### config.mk
export PLATFORM = sky130hd
export DESIGN_NAME = event_flag_group_flat
export DESIGN_NICKNAME = d
export VERILOG_FILES = /design/src/rtl/efg_pkg.sv /design/src/rtl/efg_if.sv /design/src/rtl/efg_match.sv /design/src/rtl/efg_cell.sv /design/src/rtl/event_flag_group.sv /design/src/flat_wrapper.sv
export SDC_FILE = /design/constraint.sdc
export NUM_CORES = 1
export LEC_CHECK = 0
export BUFFER_PORTS_ARGS = -buffer_cell sky130_fd_sc_hd__buf_2
export CAP_MARGIN = 15
export CELL_PAD_IN_SITES_DETAIL_PLACEMENT = 2
export CELL_PAD_IN_SITES_GLOBAL_PLACEMENT = 2
export CORE_UTILIZATION = 46
export DETAILED_ROUTE_END_ITERATION = 16
export GPL_ROUTABILITY_DRIVEN = 0
export HOLD_SLACK_MARGIN = 0.03
export PLACE_DENSITY_LB_ADDON = 0.3
export RECOVER_POWER = 50
export SLEW_MARGIN = 20
export SYNTH_ARGS = -nofsm -noshare
export SYNTH_HDL_FRONTEND = slang
export SYNTH_SLANG_ARGS = --single-unit
export TNS_END_PERCENT = 50
### constraint.sdc
create_clock -name clk -period 19 [get_ports clk]
set_input_delay 2.85 -clock clk [delete_from_list [all_inputs] [get_ports clk]]
set_output_delay 2.85 -clock clk [all_outputs]
set_load 0.1 [all_outputs]
### src/rtl/efg_pkg.sv
`timescale 1ns / 1ps

package efg_pkg;

    localparam logic [1:0] CMD_WAIT   = 2'd0;
    localparam logic [1:0] CMD_NOTIFY = 2'd1;
    localparam logic [1:0] CMD_DELETE = 2'd2;

    typedef enum logic [2:0] {
        STS_GRANTED = 3'd0,
        STS_BLOCKED = 3'd1,
        STS_FULL    = 3'd2,
        STS_WOKEN   = 3'd3,
        STS_DELETED = 3'd4,
        STS_NONE    = 3'd5
    } status_t;

    // results reported per input item
    localparam int unsigned MAX_RESULTS = 8;
    localparam int unsigned REP_W       = 4;
    localparam int unsigned LEFT_W      = 4;
    localparam int unsigned PORT_FLAGS  = 32;

    typedef struct packed {
        logic [7:0] task_id;
        logic       want_set;
        logic       want_all;
        logic       consume;
    } waiter_ctl_t;

endpackage

### src/rtl/efg_if.sv
`timescale 1ns / 1ps

interface efg_in_if;
    logic        valid;
    logic        ready;
    logic [1:0]  command;
    logic [7:0]  task_id;
    logic        want_set;
    logic        want_all;
    logic        consume;
    logic [31:0] request_mask;
    logic        set_not_clear;
    logic [31:0] change_mask;

    modport source (
        output valid, command, task_id, want_set, want_all, consume,
               request_mask, set_not_clear, change_mask,
        input  ready
    );
    modport sink (
        input  valid, command, task_id, want_set, want_all, consume,
               request_mask, set_not_clear, change_mask,
        output ready
    );
endinterface

interface efg_out_if;
    logic        valid;
    logic        ready;
    logic [2:0]  status;
    logic [7:0]  task_id_out;
    logic [31:0] matched_flags;
    logic [31:0] current_flags;
    logic [3:0]  waiters_left;
    logic        last;

    modport source (
        output valid, status, task_id_out, matched_flags, current_flags,
               waiters_left, last,
        input  ready
    );
    modport sink (
        input  valid, status, task_id_out, matched_flags, current_flags,
               waiters_left, last,
        output ready
    );
endinterface

### src/rtl/efg_match.sv
`timescale 1ns / 1ps

module efg_match #(
    parameter int FLAG_BITS = 32
) (
    input  logic [FLAG_BITS-1:0] flags,
    input  logic [FLAG_BITS-1:0] mask,
    input  efg_pkg::waiter_ctl_t ctl,
    output logic                 ok,
    output logic [FLAG_BITS-1:0] hit,
    output logic [FLAG_BITS-1:0] flags_after
);

    always_comb
    begin
        hit = ctl.want_set ? (flags & mask) : (~flags & mask);
        ok  = ctl.want_all ? (hit == mask) : (hit != '0);
        flags_after = flags;
        // consume inverts the matched bits
        if (ok && ctl.consume)
        begin
            flags_after = ctl.want_set ? (flags & ~hit) : (flags | hit);
        end
    end

endmodule

### src/rtl/efg_cell.sv
`timescale 1ns / 1ps

module efg_cell #(
    parameter int FLAG_BITS = 32
) (
    input  logic                 clk,
    input  logic                 shift_en,
    input  logic                 load_en,
    input  efg_pkg::waiter_ctl_t load_ctl,
    input  logic [FLAG_BITS-1:0] load_mask,
    input  efg_pkg::waiter_ctl_t nbr_ctl,
    input  logic [FLAG_BITS-1:0] nbr_mask,
    output efg_pkg::waiter_ctl_t ctl_q,
    output logic [FLAG_BITS-1:0] mask_q
);

    efg_pkg::waiter_ctl_t ctl_reg;
    efg_pkg::waiter_ctl_t ctl_next;
    logic [FLAG_BITS-1:0] mask_reg;
    logic [FLAG_BITS-1:0] mask_next;

    always_comb
    begin
        ctl_next  = ctl_reg;
        mask_next = mask_reg;
        if (load_en)
        begin
            ctl_next  = load_ctl;
            mask_next = load_mask;
        end
        else if (shift_en)
        begin
            ctl_next  = nbr_ctl;
            mask_next = nbr_mask;
        end
    end

    always_ff @(posedge clk)
    begin
        ctl_reg  <= ctl_next;
        mask_reg <= mask_next;
    end

    assign ctl_q  = ctl_reg;
    assign mask_q = mask_reg;

endmodule

### src/rtl/event_flag_group.sv
`timescale 1ns / 1ps
// channel   dir  handshake     payload
// req       in   valid/ready   command task_id want_set want_all consume request_mask
//                              set_not_clear change_mask
// rsp       out  valid/ready   status task_id_out matched_flags current_flags
//                              waiters_left last
// cfg       in   cfg_we        cfg_wdata (initial_flags)
//
// a wait goes from idle through finish; a notify or delete walks the stored waiters,
// one waiter leaving the head of the cell chain per cycle through the one
// match unit while rsp does not stall a second pending result, then a step
// to see the walk is done and a finish step.
// reset empties the waiter table and clears the flag word; no clearing pass.
// one result can sit in the rsp register while the next one is formed.

module event_flag_group #(
    parameter int WAITERS   = 8,
    parameter int FLAG_BITS = 32
) (
    input  logic        clk,
    input  logic        rst_n,
    input  logic        cfg_we,
    input  logic [31:0] cfg_wdata,
    efg_in_if.sink      req,
    efg_out_if.source   rsp
);

    localparam int CNT_W = $clog2(WAITERS + 1);
    localparam int IDX_W = (WAITERS > 1) ? $clog2(WAITERS) : 1;
    localparam int REP_W = efg_pkg::REP_W;
    localparam int LEFT_W = efg_pkg::LEFT_W;
    localparam int PF = efg_pkg::PORT_FLAGS;

    typedef enum logic [1:0] {
        S_IDLE,
        S_WALK,
        S_DEL,
        S_FINISH
    } state_t;

    state_t               state_reg, state_next;
    logic [FLAG_BITS-1:0] flags_reg, flags_next;
    logic [CNT_W-1:0]     cnt_reg, cnt_next;
    logic [CNT_W-1:0]     steps_reg, steps_next;
    logic [REP_W-1:0]     rep_reg, rep_next;

    logic                 pend_valid_reg, pend_valid_next;
    efg_pkg::status_t     pend_status_reg, pend_status_next;
    logic [7:0]           pend_task_reg, pend_task_next;
    logic [PF-1:0]        pend_matched_reg, pend_matched_next;
    logic [PF-1:0]        pend_current_reg, pend_current_next;
    logic [LEFT_W-1:0]    pend_left_reg, pend_left_next;

    logic                 out_valid_reg, out_valid_next;
    efg_pkg::status_t     out_status_reg, out_status_next;
    logic [7:0]           out_task_reg, out_task_next;
    logic [PF-1:0]        out_matched_reg, out_matched_next;
    logic [PF-1:0]        out_current_reg, out_current_next;
    logic [LEFT_W-1:0]    out_left_reg, out_left_next;
    logic                 out_last_reg, out_last_next;

    efg_pkg::waiter_ctl_t cell_ctl [WAITERS];
    logic [FLAG_BITS-1:0] cell_mask [WAITERS];

    efg_pkg::waiter_ctl_t req_ctl;
    logic [FLAG_BITS-1:0] req_mask;
    efg_pkg::waiter_ctl_t m_ctl;
    logic [FLAG_BITS-1:0] m_mask;
    logic                 m_ok;
    logic [FLAG_BITS-1:0] m_hit;
    logic [FLAG_BITS-1:0] m_flags_after;

    logic                 shift_en;
    logic                 load_en;
    logic [IDX_W-1:0]     load_idx;
    efg_pkg::waiter_ctl_t load_ctl;
    logic [FLAG_BITS-1:0] load_mask;

    logic                 new_res;
    efg_pkg::status_t     new_status;
    logic [7:0]           new_task;
    logic [FLAG_BITS-1:0] new_matched;
    logic                 out_free;

    always_comb
    begin
        req_ctl.task_id  = req.task_id;
        req_ctl.want_set = req.want_set;
        req_ctl.want_all = req.want_all;
        req_ctl.consume  = req.consume;
    end

    assign req_mask = FLAG_BITS'(req.request_mask);

    // the match unit sees the request in idle and the chain head otherwise
    assign m_ctl  = (state_reg == S_IDLE) ? req_ctl : cell_ctl[0];
    assign m_mask = (state_reg == S_IDLE) ? req_mask : cell_mask[0];

    efg_match #(
        .FLAG_BITS (FLAG_BITS)
    ) u_match (
        .flags       (flags_reg),
        .mask        (m_mask),
        .ctl         (m_ctl),
        .ok          (m_ok),
        .hit         (m_hit),
        .flags_after (m_flags_after)
    );

    genvar gi;
    generate
        for (gi = 0; gi < WAITERS; gi++)
        begin : g_cell
            efg_pkg::waiter_ctl_t nbr_ctl;
            logic [FLAG_BITS-1:0] nbr_mask;

            if (gi == WAITERS - 1)
            begin : g_tail
                assign nbr_ctl  = '0;
                assign nbr_mask = '0;
            end
            else
            begin : g_body
                assign nbr_ctl  = cell_ctl[gi + 1];
                assign nbr_mask = cell_mask[gi + 1];
            end

            efg_cell #(
                .FLAG_BITS (FLAG_BITS)
            ) u_cell (
                .clk       (clk),
                .shift_en  (shift_en),
                .load_en   (load_en && (load_idx == IDX_W'(gi))),
                .load_ctl  (load_ctl),
                .load_mask (load_mask),
                .nbr_ctl   (nbr_ctl),
                .nbr_mask  (nbr_mask),
                .ctl_q     (cell_ctl[gi]),
                .mask_q    (cell_mask[gi])
            );
        end
    endgenerate

    assign out_free  = !out_valid_reg || rsp.ready;
    assign req.ready = (state_reg == S_IDLE);

    always_comb
    begin
        state_next        = state_reg;
        flags_next        = flags_reg;
        cnt_next          = cnt_reg;
        steps_next        = steps_reg;
        rep_next          = rep_reg;
        pend_valid_next   = pend_valid_reg;
        pend_status_next  = pend_status_reg;
        pend_task_next    = pend_task_reg;
        pend_matched_next = pend_matched_reg;
        pend_current_next = pend_current_reg;
        pend_left_next    = pend_left_reg;
        out_valid_next    = out_valid_reg && !rsp.ready;
        out_status_next   = out_status_reg;
        out_task_next     = out_task_reg;
        out_matched_next  = out_matched_reg;
        out_current_next  = out_current_reg;
        out_left_next     = out_left_reg;
        out_last_next     = out_last_reg;

        shift_en    = 1'b0;
        load_en     = 1'b0;
        load_idx    = IDX_W'(cnt_reg);
        load_ctl    = req_ctl;
        load_mask   = req_mask;
        new_res     = 1'b0;
        new_status  = efg_pkg::STS_NONE;
        new_task    = '0;
        new_matched = '0;

        case (state_reg)
            S_IDLE:
            begin
                if (req.valid)
                begin
                    case (req.command)
                        efg_pkg::CMD_WAIT:
                        begin
                            new_res    = 1'b1;
                            new_task   = req.task_id;
                            state_next = S_FINISH;
                            if (m_ok)
                            begin
                                new_status  = efg_pkg::STS_GRANTED;
                                new_matched = m_hit;
                                flags_next  = m_flags_after;
                            end
                            else if (cnt_reg == CNT_W'(WAITERS))
                            begin
                                new_status = efg_pkg::STS_FULL;
                            end
                            else
                            begin
                                new_status = efg_pkg::STS_BLOCKED;
                                load_en    = 1'b1;
                                cnt_next   = cnt_reg + CNT_W'(1);
                            end
                        end
                        efg_pkg::CMD_NOTIFY:
                        begin
                            if (req.set_not_clear)
                                flags_next = flags_reg | FLAG_BITS'(req.change_mask);
                            else
                                flags_next = flags_reg & ~FLAG_BITS'(req.change_mask);
                            steps_next = cnt_reg;
                            rep_next   = '0;
                            state_next = S_WALK;
                        end
                        efg_pkg::CMD_DELETE:
                        begin
                            steps_next = cnt_reg;
                            rep_next   = '0;
                            state_next = S_DEL;
                        end
                        default:
                        begin
                        end
                    endcase
                end
            end
            S_WALK:
            begin
                if (steps_reg == '0)
                begin
                    state_next = S_FINISH;
                end
                else if (!pend_valid_reg || out_free)
                begin
                    // head leaves the chain; a waiter that stays rejoins at the tail
                    shift_en   = 1'b1;
                    steps_next = steps_reg - CNT_W'(1);
                    if (m_ok)
                    begin
                        flags_next  = m_flags_after;
                        cnt_next    = cnt_reg - CNT_W'(1);
                        new_res     = 1'b1;
                        new_status  = efg_pkg::STS_WOKEN;
                        new_task    = cell_ctl[0].task_id;
                        new_matched = m_hit;
                    end
                    else
                    begin
                        load_en   = 1'b1;
                        load_idx  = IDX_W'(cnt_reg - CNT_W'(1));
                        load_ctl  = cell_ctl[0];
                        load_mask = cell_mask[0];
                    end
                end
            end
            S_DEL:
            begin
                if (steps_reg == '0)
                begin
                    state_next = S_FINISH;
                end
                else if (!pend_valid_reg || out_free)
                begin
                    shift_en   = 1'b1;
                    steps_next = steps_reg - CNT_W'(1);
                    cnt_next   = cnt_reg - CNT_W'(1);
                    new_res    = 1'b1;
                    new_status = efg_pkg::STS_DELETED;
                    new_task   = cell_ctl[0].task_id;
                end
            end
            S_FINISH:
            begin
                if (out_free)
                begin
                    out_valid_next = 1'b1;
                    out_last_next  = 1'b1;
                    if (pend_valid_reg)
                    begin
                        out_status_next  = pend_status_reg;
                        out_task_next    = pend_task_reg;
                        out_matched_next = pend_matched_reg;
                        out_current_next = pend_current_reg;
                        out_left_next    = pend_left_reg;
                        pend_valid_next  = 1'b0;
                    end
                    else
                    begin
                        out_status_next  = efg_pkg::STS_NONE;
                        out_task_next    = '0;
                        out_matched_next = '0;
                        out_current_next = PF'(flags_reg);
                        out_left_next    = LEFT_W'(cnt_reg);
                    end
                    rep_next   = '0;
                    state_next = S_IDLE;
                end
            end
            default:
            begin
                state_next = S_IDLE;
            end
        endcase

        // a new result waits in pend so the final one can carry last
        if (new_res && (rep_reg < REP_W'(efg_pkg::MAX_RESULTS)))
        begin
            if (pend_valid_reg)
            begin
                out_valid_next   = 1'b1;
                out_status_next  = pend_status_reg;
                out_task_next    = pend_task_reg;
                out_matched_next = pend_matched_reg;
                out_current_next = pend_current_reg;
                out_left_next    = pend_left_reg;
                out_last_next    = 1'b0;
            end
            pend_valid_next   = 1'b1;
            pend_status_next  = new_status;
            pend_task_next    = new_task;
            pend_matched_next = PF'(new_matched);
            pend_current_next = PF'(flags_next);
            pend_left_next    = LEFT_W'(cnt_next);
            rep_next          = rep_reg + REP_W'(1);
        end

        if (cfg_we)
        begin
            flags_next = FLAG_BITS'(cfg_wdata);
        end
    end

    always_ff @(posedge clk or negedge rst_n)
    begin
        if (!rst_n)
        begin
            state_reg        <= S_IDLE;
            flags_reg        <= '0;
            cnt_reg          <= '0;
            steps_reg        <= '0;
            rep_reg          <= '0;
            pend_valid_reg   <= 1'b0;
            pend_status_reg  <= efg_pkg::STS_NONE;
            pend_task_reg    <= '0;
            pend_matched_reg <= '0;
            pend_current_reg <= '0;
            pend_left_reg    <= '0;
            out_valid_reg    <= 1'b0;
            out_status_reg   <= efg_pkg::STS_NONE;
            out_task_reg     <= '0;
            out_matched_reg  <= '0;
            out_current_reg  <= '0;
            out_left_reg     <= '0;
            out_last_reg     <= 1'b0;
        end
        else
        begin
            state_reg        <= state_next;
            flags_reg        <= flags_next;
            cnt_reg          <= cnt_next;
            steps_reg        <= steps_next;
            rep_reg          <= rep_next;
            pend_valid_reg   <= pend_valid_next;
            pend_status_reg  <= pend_status_next;
            pend_task_reg    <= pend_task_next;
            pend_matched_reg <= pend_matched_next;
            pend_current_reg <= pend_current_next;
            pend_left_reg    <= pend_left_next;
            out_valid_reg    <= out_valid_next;
            out_status_reg   <= out_status_next;
            out_task_reg     <= out_task_next;
            out_matched_reg  <= out_matched_next;
            out_current_reg  <= out_current_next;
            out_left_reg     <= out_left_next;
            out_last_reg     <= out_last_next;
        end
    end

    assign rsp.valid         = out_valid_reg;
    assign rsp.status        = out_status_reg;
    assign rsp.task_id_out   = out_task_reg;
    assign rsp.matched_flags = out_matched_reg;
    assign rsp.current_flags = out_current_reg;
    assign rsp.waiters_left  = out_left_reg;
    assign rsp.last          = out_last_reg;

    a_cnt_bound: assert property (@(posedge clk) disable iff (!rst_n)
        cnt_reg <= CNT_W'(WAITERS))
        else $error("waiter count beyond table depth");

    a_idle_no_pend: assert property (@(posedge clk) disable iff (!rst_n)
        req.ready |-> !pend_valid_reg)
        else $error("new item taken while a result is still pending");

    a_steps_bound: assert property (@(posedge clk) disable iff (!rst_n)
        (state_reg == S_WALK || state_reg == S_DEL) |-> steps_reg <= cnt_reg)
        else $error("walk steps exceed stored waiters");

    a_rep_bound: assert property (@(posedge clk) disable iff (!rst_n)
        rep_reg <= REP_W'(efg_pkg::MAX_RESULTS))
        else $error("too many results reported for one item");

    a_cnt_no_grow: assert property (@(posedge clk) disable iff (!rst_n)
        (state_reg != S_IDLE) |=> cnt_reg <= $past(cnt_reg))
        else $error("waiter count grew outside a wait");

endmodule
### src/flat_wrapper.sv
// flat-port wrapper written by rule: the top's interface ports become plain ports
module event_flag_group_flat 
#(
    parameter int WAITERS   = 8,
    parameter int FLAG_BITS = 32
)
  (clk, rst_n, cfg_we, cfg_wdata, req_valid, req_command, req_task_id, req_want_set, req_want_all, req_consume, req_request_mask, req_set_not_clear, req_change_mask, req_ready, rsp_valid, rsp_status, rsp_task_id_out, rsp_matched_flags, rsp_current_flags, rsp_waiters_left, rsp_last, rsp_ready);
  efg_in_if req_i ();
  efg_out_if rsp_i ();
  input  logic clk;
  input  logic rst_n;
  input  logic cfg_we;
  input  logic [31:0] cfg_wdata;
  input wire logic [$bits(req_i.valid)-1:0] req_valid;
  input wire logic [$bits(req_i.command)-1:0] req_command;
  input wire logic [$bits(req_i.task_id)-1:0] req_task_id;
  input wire logic [$bits(req_i.want_set)-1:0] req_want_set;
  input wire logic [$bits(req_i.want_all)-1:0] req_want_all;
  input wire logic [$bits(req_i.consume)-1:0] req_consume;
  input wire logic [$bits(req_i.request_mask)-1:0] req_request_mask;
  input wire logic [$bits(req_i.set_not_clear)-1:0] req_set_not_clear;
  input wire logic [$bits(req_i.change_mask)-1:0] req_change_mask;
  output wire logic [$bits(req_i.ready)-1:0] req_ready;
  output wire logic [$bits(rsp_i.valid)-1:0] rsp_valid;
  output wire logic [$bits(rsp_i.status)-1:0] rsp_status;
  output wire logic [$bits(rsp_i.task_id_out)-1:0] rsp_task_id_out;
  output wire logic [$bits(rsp_i.matched_flags)-1:0] rsp_matched_flags;
  output wire logic [$bits(rsp_i.current_flags)-1:0] rsp_current_flags;
  output wire logic [$bits(rsp_i.waiters_left)-1:0] rsp_waiters_left;
  output wire logic [$bits(rsp_i.last)-1:0] rsp_last;
  input wire logic [$bits(rsp_i.ready)-1:0] rsp_ready;
  assign req_i.valid = req_valid;
  assign req_i.command = req_command;
  assign req_i.task_id = req_task_id;
  assign req_i.want_set = req_want_set;
  assign req_i.want_all = req_want_all;
  assign req_i.consume = req_consume;
  assign req_i.request_mask = req_request_mask;
  assign req_i.set_not_clear = req_set_not_clear;
  assign req_i.change_mask = req_change_mask;
  assign req_ready = req_i.ready;
  assign rsp_valid = rsp_i.valid;
  assign rsp_status = rsp_i.status;
  assign rsp_task_id_out = rsp_i.task_id_out;
  assign rsp_matched_flags = rsp_i.matched_flags;
  assign rsp_current_flags = rsp_i.current_flags;
  assign rsp_waiters_left = rsp_i.waiters_left;
  assign rsp_last = rsp_i.last;
  assign rsp_i.ready = rsp_ready;
  event_flag_group #(.WAITERS(WAITERS), .FLAG_BITS(FLAG_BITS)) u_core (.clk(clk), .rst_n(rst_n), .cfg_we(cfg_we), .cfg_wdata(cfg_wdata), .req(req_i), .rsp(rsp_i));
endmodule
# Word level (Yosys, flattened, before mapping)
# Cells that the tools add are included.
[totals] ram_bits=0 output_inout_bits=82 register_bits=551 latchBits=0 rom_bits=0 input_bits=115 n_memories=0 word_cells=295
[op_classes] magnitude_cmp=1 n_mul=0 eq_ne=24 muxes=160 bitwise=9 shift=0 div_mod_pow=0 reduce_logical=39 n_addsub=4
[ops] op="$mux W32" count=45
[ops] op="$mux W11" count=20
[ops] op="$pmux W32 S2" count=3
[ops] op="$and A32 B32 Y32" count=4
[ops] op="$mux W8" count=12
[ops] op="$not A32 Y32" count=3
[ops] op="$mux W4" count=22
[ops] op="$or A32 B32 Y32" count=2
[ops] op="$mux W3" count=17
[ops] op="$eq A32 B32 Y1" count=1
[ops] op="$reduce_bool A32 Y1" count=1
[ops] op="$mux W1" count=28
[ops] op="$pmux W8 S3" count=1
[ops] op="$reduce_bool A2 Y1" count=11
[ops] op="$pmux W4 S2" count=2
[ops] op="$eq A3 B3 Y1 const B" count=4
[ops] op="$pmux W2 S3" count=2
[ops] op="$pmux W4 S3" count=1
[ops] op="$logic_and A1 B1 Y1" count=11
[ops] op="$pmux W3 S3" count=1
[ops] op="$add A4 B1 Y4 const B" count=2
[ops] op="$mux W2" count=4
[ops] op="$reduce_and A4 Y1" count=2
[ops] op="$sub A4 B1 Y4 const B" count=2
[ops] op="22 further kinds" count=36

# Logic depth before layout (Yosys ltp)
# Gate-level depths: netlist of run 1.
[depth] depth_word=13 ltp_mapped=18 mapped_depth_nobuf=12

# Hierarchy
# From an unflattened synthesis of run 1, not the netlist that was laid out.
[hier_totals] hier_cells=2143 hier_area_um2=29012.8
[modules_own_cells] module="efg_cell" instances=8 area_each_um2=2019.4 seq_area_each_um2=1291.2 cells_per_inst=92
[modules_own_cells] module="event_flag_group" instances=1 area_each_um2=11138.2 seq_area_each_um2=5185.0 cells_per_inst=1163
[modules_own_cells] module="efg_match" instances=1 area_each_um2=1719.1 seq_area_each_um2=0.0 cells_per_inst=244

# Least setup slack after synthesis of run 1
# OpenSTA, ideal clock, no wires.
[synth_timing] kind="input to register" start="input req_request_mask[6]" end="register u_core.g_cell[5].u_cell.ctl_reg (netlist bit u_core.g_cell[5].u_cell.ctl_q[0]) (enable)" setup_time_ns=0.503 path_slack_ns=10.636 path_buffers=1 required_time_ns=18.497 stages=10 t_arrival_ns=7.860 cell_sequence="mux2i_1 o22ai_1 nor4_1 nand3_1 o31a_1 a21o_1 buf_4 a311oi_1 a41oi_2 o21ai_0"
[synth_via] elab_chain_len=12 word_cells_on_any_way=21 cone_classes="eq/ne (2); mux (14); bitwise (2); reduce/logical (3)"
[synth_rtl] item="start, declared" line_no="flat_wrapper.sv:20" text="input wire logic [$bits(req_i.request_mask)-1:0] req_request_mask;"
[synth_rtl] item="$mux W32 (*)" line_no="event_flag_group.sv:97" text="assign m_mask = (state_reg == S_IDLE) ? req_mask : cell_mask[0];"
[synth_rtl] item="$and A32 B32 Y32" line_no="efg_match.sv:16" text="hit = ctl.want_set ? (flags & mask) : (~flags & mask);"
[synth_rtl] item="$mux W32" line_no="efg_match.sv:16"
[synth_rtl] item="$eq A32 B32 Y1 or $reduce_bool A32 Y1 (tied branches)" line_no="efg_match.sv:17" text="ok = ctl.want_all ? (hit == mask) : (hit != '0);"
[synth_rtl] item="$mux W1 (*)" line_no="efg_match.sv:17"
[synth_rtl] item="$mux W3" line_no="event_flag_group.sv:239" text="if (m_ok)"
[synth_rtl] item="$mux W3" line_no="event_flag_group.sv:234" text="else if (!pend_valid_reg || out_free)"
[synth_rtl] item="$mux W3" line_no="event_flag_group.sv:230" text="if (steps_reg == '0)"
[synth_rtl] item="$mux W3" line_no="event_flag_group.sv:178" text="case (state_reg)"
[synth_rtl] item="$eq A3 B3 Y1" line_no="event_flag_group.sv:133" text=".load_en (load_en && (load_idx == IDX_W'(gi))),"
[synth_rtl] item="$logic_and A1 B1 Y1 (*)" line_no="event_flag_group.sv:133"
[synth_rtl] item="$reduce_bool A2 Y1 (no line) (*)"
[synth_rtl] item="end signal, assigned" line_no="efg_cell.sv:40" text="ctl_reg <= ctl_next;"
[synth_rtl] item="end, declared" line_no="efg_cell.sv:17" text="efg_pkg::waiter_ctl_t ctl_reg;"
# Mark *: on every way between the ends. The rest lies on a longest branch, timed or not.
# A chain may end at the register's enable or synchronous reset.

==> summary.md, run 1 <==
| Metric | Value |
|---|---|
| Net Count, Synth | between 2000 and 2500 |
| F_max | between 80 and 90 MHz |
| Clk Tree Root Cell | clkbuf_16 |
| CTS clk-pin slew, worst paths | around 0.06 ns |
| Endpoints failing setup | 0 |
| Register bit total from synthesis | ~550 |
| Sequential element share of the synthesized area | about 56% |
| R2R cell count | 16 |
| H-tree depth | 2 |
| Multi-input logic area | between 10000 and 15000 um^2 |
| CP Max Fanout | 90 |
| Core area | approximately 59000 um^2 |
| Outcome | finished, violations left |
| Initial Utilization | between 40 and 50% |
| WHS Endpoint | u_core.pend_status_reg[0] |
| WP data arrival | ~12 ns |
| Residual DRC | 0 |
| Antenna Nets Post-Route | 0 |
| Post-CTS Setup Inserts | 0 |
| DR vias | roughly 20000 |
| Final WL | approximately 100000 um |
| Critical R2R Capture | u_core.rsp.current_flags[23] |
| WL per Instance | 32.3 um |
| Initial DRC Count | between 1500 and 2000 |
| CTS tree | yes |
| Yosys cell types | 75 |
| Synthesized instance count | 2152 |
| Final TNS setup | 0 ns |
| Num rows | 89 |
| Crit. End Element | async pin |
| Die area | 60800 um^2 |
| Total congestion overflow | 0 |
| Layout cell share with drive strength beyond 1 | approximately a quarter |
| Mapped Area | 27500 um^2 |
| Number of synthesized flops with an enable pin | 344 |
| Via-to-Cell Ratio | ~6.5 |
| HPWL after detailed placement | about 64000 um |
| Max reg flops | about 260 |
| Syn Area/Cell | 12.8 um^2 |
| Hold-fix buffers, CTS | 0 |
| Vias in the first global route | 21674 |
| Fill cell count | around 5700 |
| Post-CTS sizing | 0 |
| Hold_sp | u_core.pend_status_reg[0] |
| Die Width | approximately 250 um |
| Minimum clock period | between 10 and 15 ns |
| Kind of critical path | in -> async |
| Clock Tree Buf Depth | 3 |
| Pin count of the biggest net entering global routing | 91 |
| Async S/R FF share, synth | between 30% and 40% |
| Failing checks | capacitance limit, slew limit |
| Worst Skew | 0.0254 ns |
| RSZ-0062 raised after global routing | false |
| Gr usage total | 33.1% |
| Total CTS buffers | ~60 |
| Hold Crit Depth | 2 |
| Critical path startpoint category | primary input |
| Nets | between 2000 and 2500 |
| R2R Setup Slk | approximately 9.5 ns |
| CTS sink cnt | about 550 |
| Data required time of the worst path | 19.07 ns |
| Top FF cell, synth | edfxtp_1 |
| Final Hold Vio Count | 0 |
| Slew headroom | -258% |
| P&R area growth vs syn | 12.5% |
| Sequential Area | between 15000 and 20000 um^2 |
| Number of top-level pins | just under 200 |
| Syn. warnings | 0 |
| MaxCap Viol Count | 14 |
| Pins over their slew limit | 658 |
| First-pass GRT wire length | 149000 um |
| Tcrit/Tclk final | between 60 and 70% |
| Port Buffer Count | slightly below 200 |
| Worst slew pin tran | 5.37 ns |
| R2R Path Start | u_core.state_reg[1] |
| Die height | between 200 and 250 um |
| Router iterations before antenna repair | 8 |
| Clock Latency Late Sink | roughly 0.65 ns |
| Min-delay worst type | reg -> reg |
| Initial antenna violation count | 11 |
-- metal layers --
layer	routed length, um	global-route usage (%)
met1	43200	45.7
met2	48100	53.5
met3	5390	3.67
met4	3720	12.5
met5	27	0
-- cells in the final DEF, fill, tap and decap left out, drive strengths merged, types with 32 or more instances in the layout --
cell	count
o221a	36
a21oi	68
xnor2	32
nor2	92
inv	45
edfxtp	344
clkbuf	179
o21ai	71
nor2b	62
mux2i	63
nand3	45
mux2	394
buf	140
dfrtp	203
nand2	181
o211ai	59
o41ai	32
a22o	41
-- final cells by class --
class                           instances  share of cell area [%]
Timing Repair Buffer                  237                    3.72
Clock inverter                         24                    1.03
Tap cell                              773                    3.13
Multi-Input combinational cell       1389                    35.9
Antenna cell                            7                  0.0566
Inverter                               46                   0.558
Sequential cell                       551                    50.1
Clock buffer                           82                    5.47
-- worst max path at each step --
| stage | from | endpoint | slack [ns] | cells after the start |
|---|---|---|---|---|
| 2_1_floorplan | req_request_mask[6] | u_core.g_cell[5].u_cell.ctl_q[0] | 10.64 | 10 |
| 3_5_place_dp | req_request_mask[7] | u_core.g_cell[0].u_cell.mask_q[14] | 10.71 | 13 |
| 3_3_place_gp | req_request_mask[29] | u_core.g_cell[0].u_cell.mask_q[21] | 11.11 | 13 |
| 4_1_cts | req_request_mask[7] | u_core.g_cell[0].u_cell.mask_q[14] | 11.22 | 13 |
| 6_report | rst_n | u_core.pend_task_reg[7] | 7.34 | 3 |
| 5_1_grt | rst_n | u_core.rsp.status[1] | 5.79 | 3 |
-- synth_stat cells (8+ instances only) --
master / n / area share [%]
nor3_1: 8 / 0.15
ha_1: 16 / 0.73
mux2_2: 316 / 13
nand2b_1: 18 / 0.41
o211ai_1: 59 / 1.6
buf_6: 8 / 0.33
a22o_1: 41 / 1.3
nand2_1: 181 / 2.5
xnor2_1: 32 / 1.0
a21oi_1: 67 / 1.2
nand3_1: 43 / 0.78
nor2_1: 86 / 1.2
a221oi_1: 21 / 0.67
dfrtp_1: 203 / 18
mux2_1: 63 / 2.6
edfxtp_1: 344 / 38
o22ai_1: 20 / 0.45
a22oi_1: 20 / 0.55
o21ai_0: 67 / 1.2
buf_2: 34 / 0.62
mux2_4: 15 / 0.82
mux2i_1: 58 / 2.1
o221a_2: 30 / 1.2
inv_1: 45 / 0.61
o41ai_1: 32 / 1.0
o311a_1: 12 / 0.44
buf_4: 12 / 0.33
nor2b_1: 62 / 1.4
a211oi_1: 8 / 0.22
clkbuf_1: 85 / 1.2
clkbuf_2: 8 / 0.15
buf_1: 19 / 0.26
-- through the flow --
stage	cells	hold slack [ns]	setup WS, ns	cell area (um^2)	util [%]
2_1_floorplan	2152	0.435	10.64	27500	-
3_3_place_gp	2995	0.445	11.11	29200	49.4
3_5_place_dp	2996	0.464	10.71	29200	49.5
4_1_cts	3102	0.473	11.22	31200	52.9
5_1_grt	3107	0.495	5.79	30900	52.4
6_report	3109	0.468	7.34	30900	52.4
-- critical path, cell delays in order --
cell and delay [ns]:
clkbuf_1 3.68, clkbuf_1 2.71, clkbuf_1 2.31
-- kinds of logic (layout without fill, tap and decap cells) --
kind of cell	Yosys count	in the layout	synth area share, %
buffers and inverters	212	389	3.46
flip-flops	551	551	56.4
adder cells (fa/ha/maj)	16	16	0.727
AO/OA/AOI/OAI	450	450	12.3
other	0	7	0
XOR/XNOR	32	32	1.02
AND/OR/NAND/NOR	434	434	7.43
multiplexers	457	457	18.7
Power of run 1 is not shown: default switching activity piles up to over one toggle a cycle in this logic, so the estimate is an artifact.
==> run 2, diff against run 1 <==
Settings changed: CORE_UTILIZATION 46 to 43.
Clock period 19 ns to 11.7 ns, I/O delays scaled along.
==> summary.md, run 2 (same netlist as run 1, synthesis figures left out) <==
| Metric | Value |
|---|---|
| Port Buffer Count | 196 (unchanged) |
| Vias in the first global route | 21325 (was 21674) |
| Setup crit end | u_core.pend_matched_reg[23] (was u_core.pend_task_reg[7]) |
| Die height | 255 um (was 247 um) |
| Final Hold Vio Count | 0 (unchanged) |
| Clk Tree Root Cell | clkbuf_16 (unchanged) |
| Nets | 2413 (was 2415) |
| Clock Latency Late Sink | 0.68 ns (was 0.65 ns) |
| Router iterations before antenna repair | 5 (was 8) |
| Total CTS buffers | 61 (was 59) |
| Worst Skew | 0.0493 ns (was 0.0254 ns) |
| CP Max Fanout | 78 (was 90) |
| WP data arrival | 9.57 ns (was 11.73 ns) |
| Min-delay worst type | reg -> reg (unchanged) |
| Initial Utilization | 43.5% (was 46.6%) |
| Pins over their slew limit | 283 (was 658) |
| MaxCap Viol Count | 6 (was 14) |
| Fill cell count | 6107 (was 5692) |
| Tcrit/Tclk final | 77.5% |
| Max reg flops | 256 (unchanged) |
| CTS clk-pin slew, worst paths | 0.06 ns (about the same) |
| RSZ-0062 raised after global routing | false (unchanged) |
| Multi-input logic area | 11200 um^2 (was 11100 um^2) |
| Gr usage total | 29.4% (was 33.1%) |
| Commonest non-fill, non-tap cell in the layout | edfxtp_1 (unchanged) |
| F_max | between 100 and 150 MHz |
| Via-to-Cell Ratio | 6.17 (was 6.46) |
| Clock Tree Buf Depth | 3 (unchanged) |
| P&R area growth vs syn | 12.7% (was 12.5%) |
| Core area | 63200 um^2 (was 59000 um^2) |
| DR vias | 19630 (was 20091) |
| Worst slew pin tran | 4.13 ns (was 5.37 ns) |
| Die area | 65000 um^2 (was 60800 um^2) |
| Residual DRC | 0 (unchanged) |
| Initial DRC Count | 1495 (was 1689) |
| Number of top-level pins | 197 (unchanged) |
| HPWL after detailed placement | 63600 um (was 63900 um) |
| Final WL | 95800 um (was 100000 um) |
| Minimum clock period | 9.06 ns |
| Critical path startpoint category | register (was primary input) |
| CP startpoint | u_core.state_reg[0] (was rst_n) |
| Critical R2R Capture | u_core.pend_matched_reg[23] (was u_core.rsp.current_flags[23]) |
| Slew headroom | -175% (was -258%) |
| Die Width | 255 um (was 247 um) |
| Final TNS setup | 0 ns (unchanged) |
| R2R cell count | 15 (was 16) |
| Antenna Nets Post-Route | 0 (unchanged) |
| Failing checks | capacitance limit, slew limit (unchanged) |
| Worst Hold Slack | 0.467 ns (was 0.468 ns) |
| Layout cell share with drive strength beyond 1 | 27.0% (was 26.5%) |
| Endpoints failing setup | 0 (unchanged) |
| Total congestion overflow | 0 (unchanged) |
| H-tree depth | 2 (unchanged) |
| Sequential Area | 15500 um^2 (unchanged) |
| First-pass GRT wire length | 142000 um (was 149000 um) |
| Fin util | 49.1% (was 52.4%) |
| Initial antenna violation count | 7 (was 11) |
| Kind of critical path | reg -> reg (was in -> async) |
| Post-CTS Setup Inserts | 0 (unchanged) |
| R2R Path Start | u_core.state_reg[0] (was u_core.state_reg[1]) |
| Data required time of the worst path | 12.20 ns (was 19.07 ns) |
| WL per Instance | 30.1 um (was 32.3 um) |
| CTS sink cnt | 551 (unchanged) |
| Outcome | finished, violations left (unchanged) |
| Hold-fix buffers, CTS | 0 (unchanged) |
| Num rows | 92 (was 89) |
| Pin count of the biggest net entering global routing | 79 (was 91) |
| R2R Setup Slk | 2.64 ns (was 9.47 ns) |
| CTS tree | yes (unchanged) |
| Most frequent cells in the layout | edfxtp_1 (344), mux2_2 (315), dfrtp_1 (203), nand2_1 (179), buf_2 (112) (was edfxtp_1 (344), mux2_2 (309), dfrtp_1 (203), nand2_1 (179), buf_2 (110)) |
| Crit. End Element | register (was async pin) |
| Post-CTS sizing | 0 (unchanged) |
-- run 2: worst min path at each step --
stage	from	endpoint	slack, ns	cells after the start
6_report	u_core.pend_status_reg[0]	u_core.pend_status_reg[0]	0.47	2
5_1_grt	u_core.pend_status_reg[0]	u_core.pend_status_reg[0]	0.49	2
4_1_cts	u_core.pend_status_reg[0]	u_core.pend_status_reg[0]	0.47	2
3_5_place_dp	u_core.pend_status_reg[0]	u_core.pend_status_reg[0]	0.46	2
3_3_place_gp	u_core.pend_status_reg[0]	u_core.pend_status_reg[0]	0.45	2
2_1_floorplan	u_core.pend_status_reg[0]	u_core.pend_status_reg[0]	0.43	2
-- run 2: layout make-up --
| class | instances | share of cell area, % |
|---|---|---|
| antenna | 6 | 0.0484 |
| clock buffer | 84 | 5.33 |
| clock inverter | 27 | 0.984 |
| inverter | 46 | 0.557 |
| multi-input combinational | 1389 | 36.0 |
| sequential | 551 | 50.0 |
| tap | 846 | 3.41 |
| timing repair buffer | 233 | 3.67 |
-- run 2: per-stage QoR --
step / std cells / worst slack (ns) / cell area [um^2]
after floorplan: 2152 / 4.43 / 27500
after global placement: 3065 / 4.79 / 29200
after detailed placement: 3065 / 4.50 / 29200
after CTS: 3176 / 4.55 / 31200
after global routing: 3181 / 2.32 / 31000
final: 3182 / 2.64 / 31000
-- run 2: worst max-delay path: stages, from the launching register on --
cell,delay (ns)
dfrtp_1,0.42
inv_1,0.14
ha_1,1.21
clkbuf_1,1.74
mux2i_1,0.88
nand2b_1,0.21
o2111ai_1,0.25
nor4_4,0.41
a21oi_2,0.15
a211oi_1,0.47
o31ai_1,0.11
clkbuf_1,0.30
o21ai_0,1.34
buf_4,0.83
nand2_1,0.19
o41ai_1,0.14
-- run 2: layer usage --
layer | routed length, um | track usage (%) | vias up
met3 | 4820 | 4.19 | 169
met4 | 2860 | 9.80 | 2
met5 | 13 | 0 | -
met2 | 46600 | 48.9 | 649
met1 | 41500 | 39.5 | 10411
li1 | - | - | 8399
Power of run 2 is left out for the same reason.
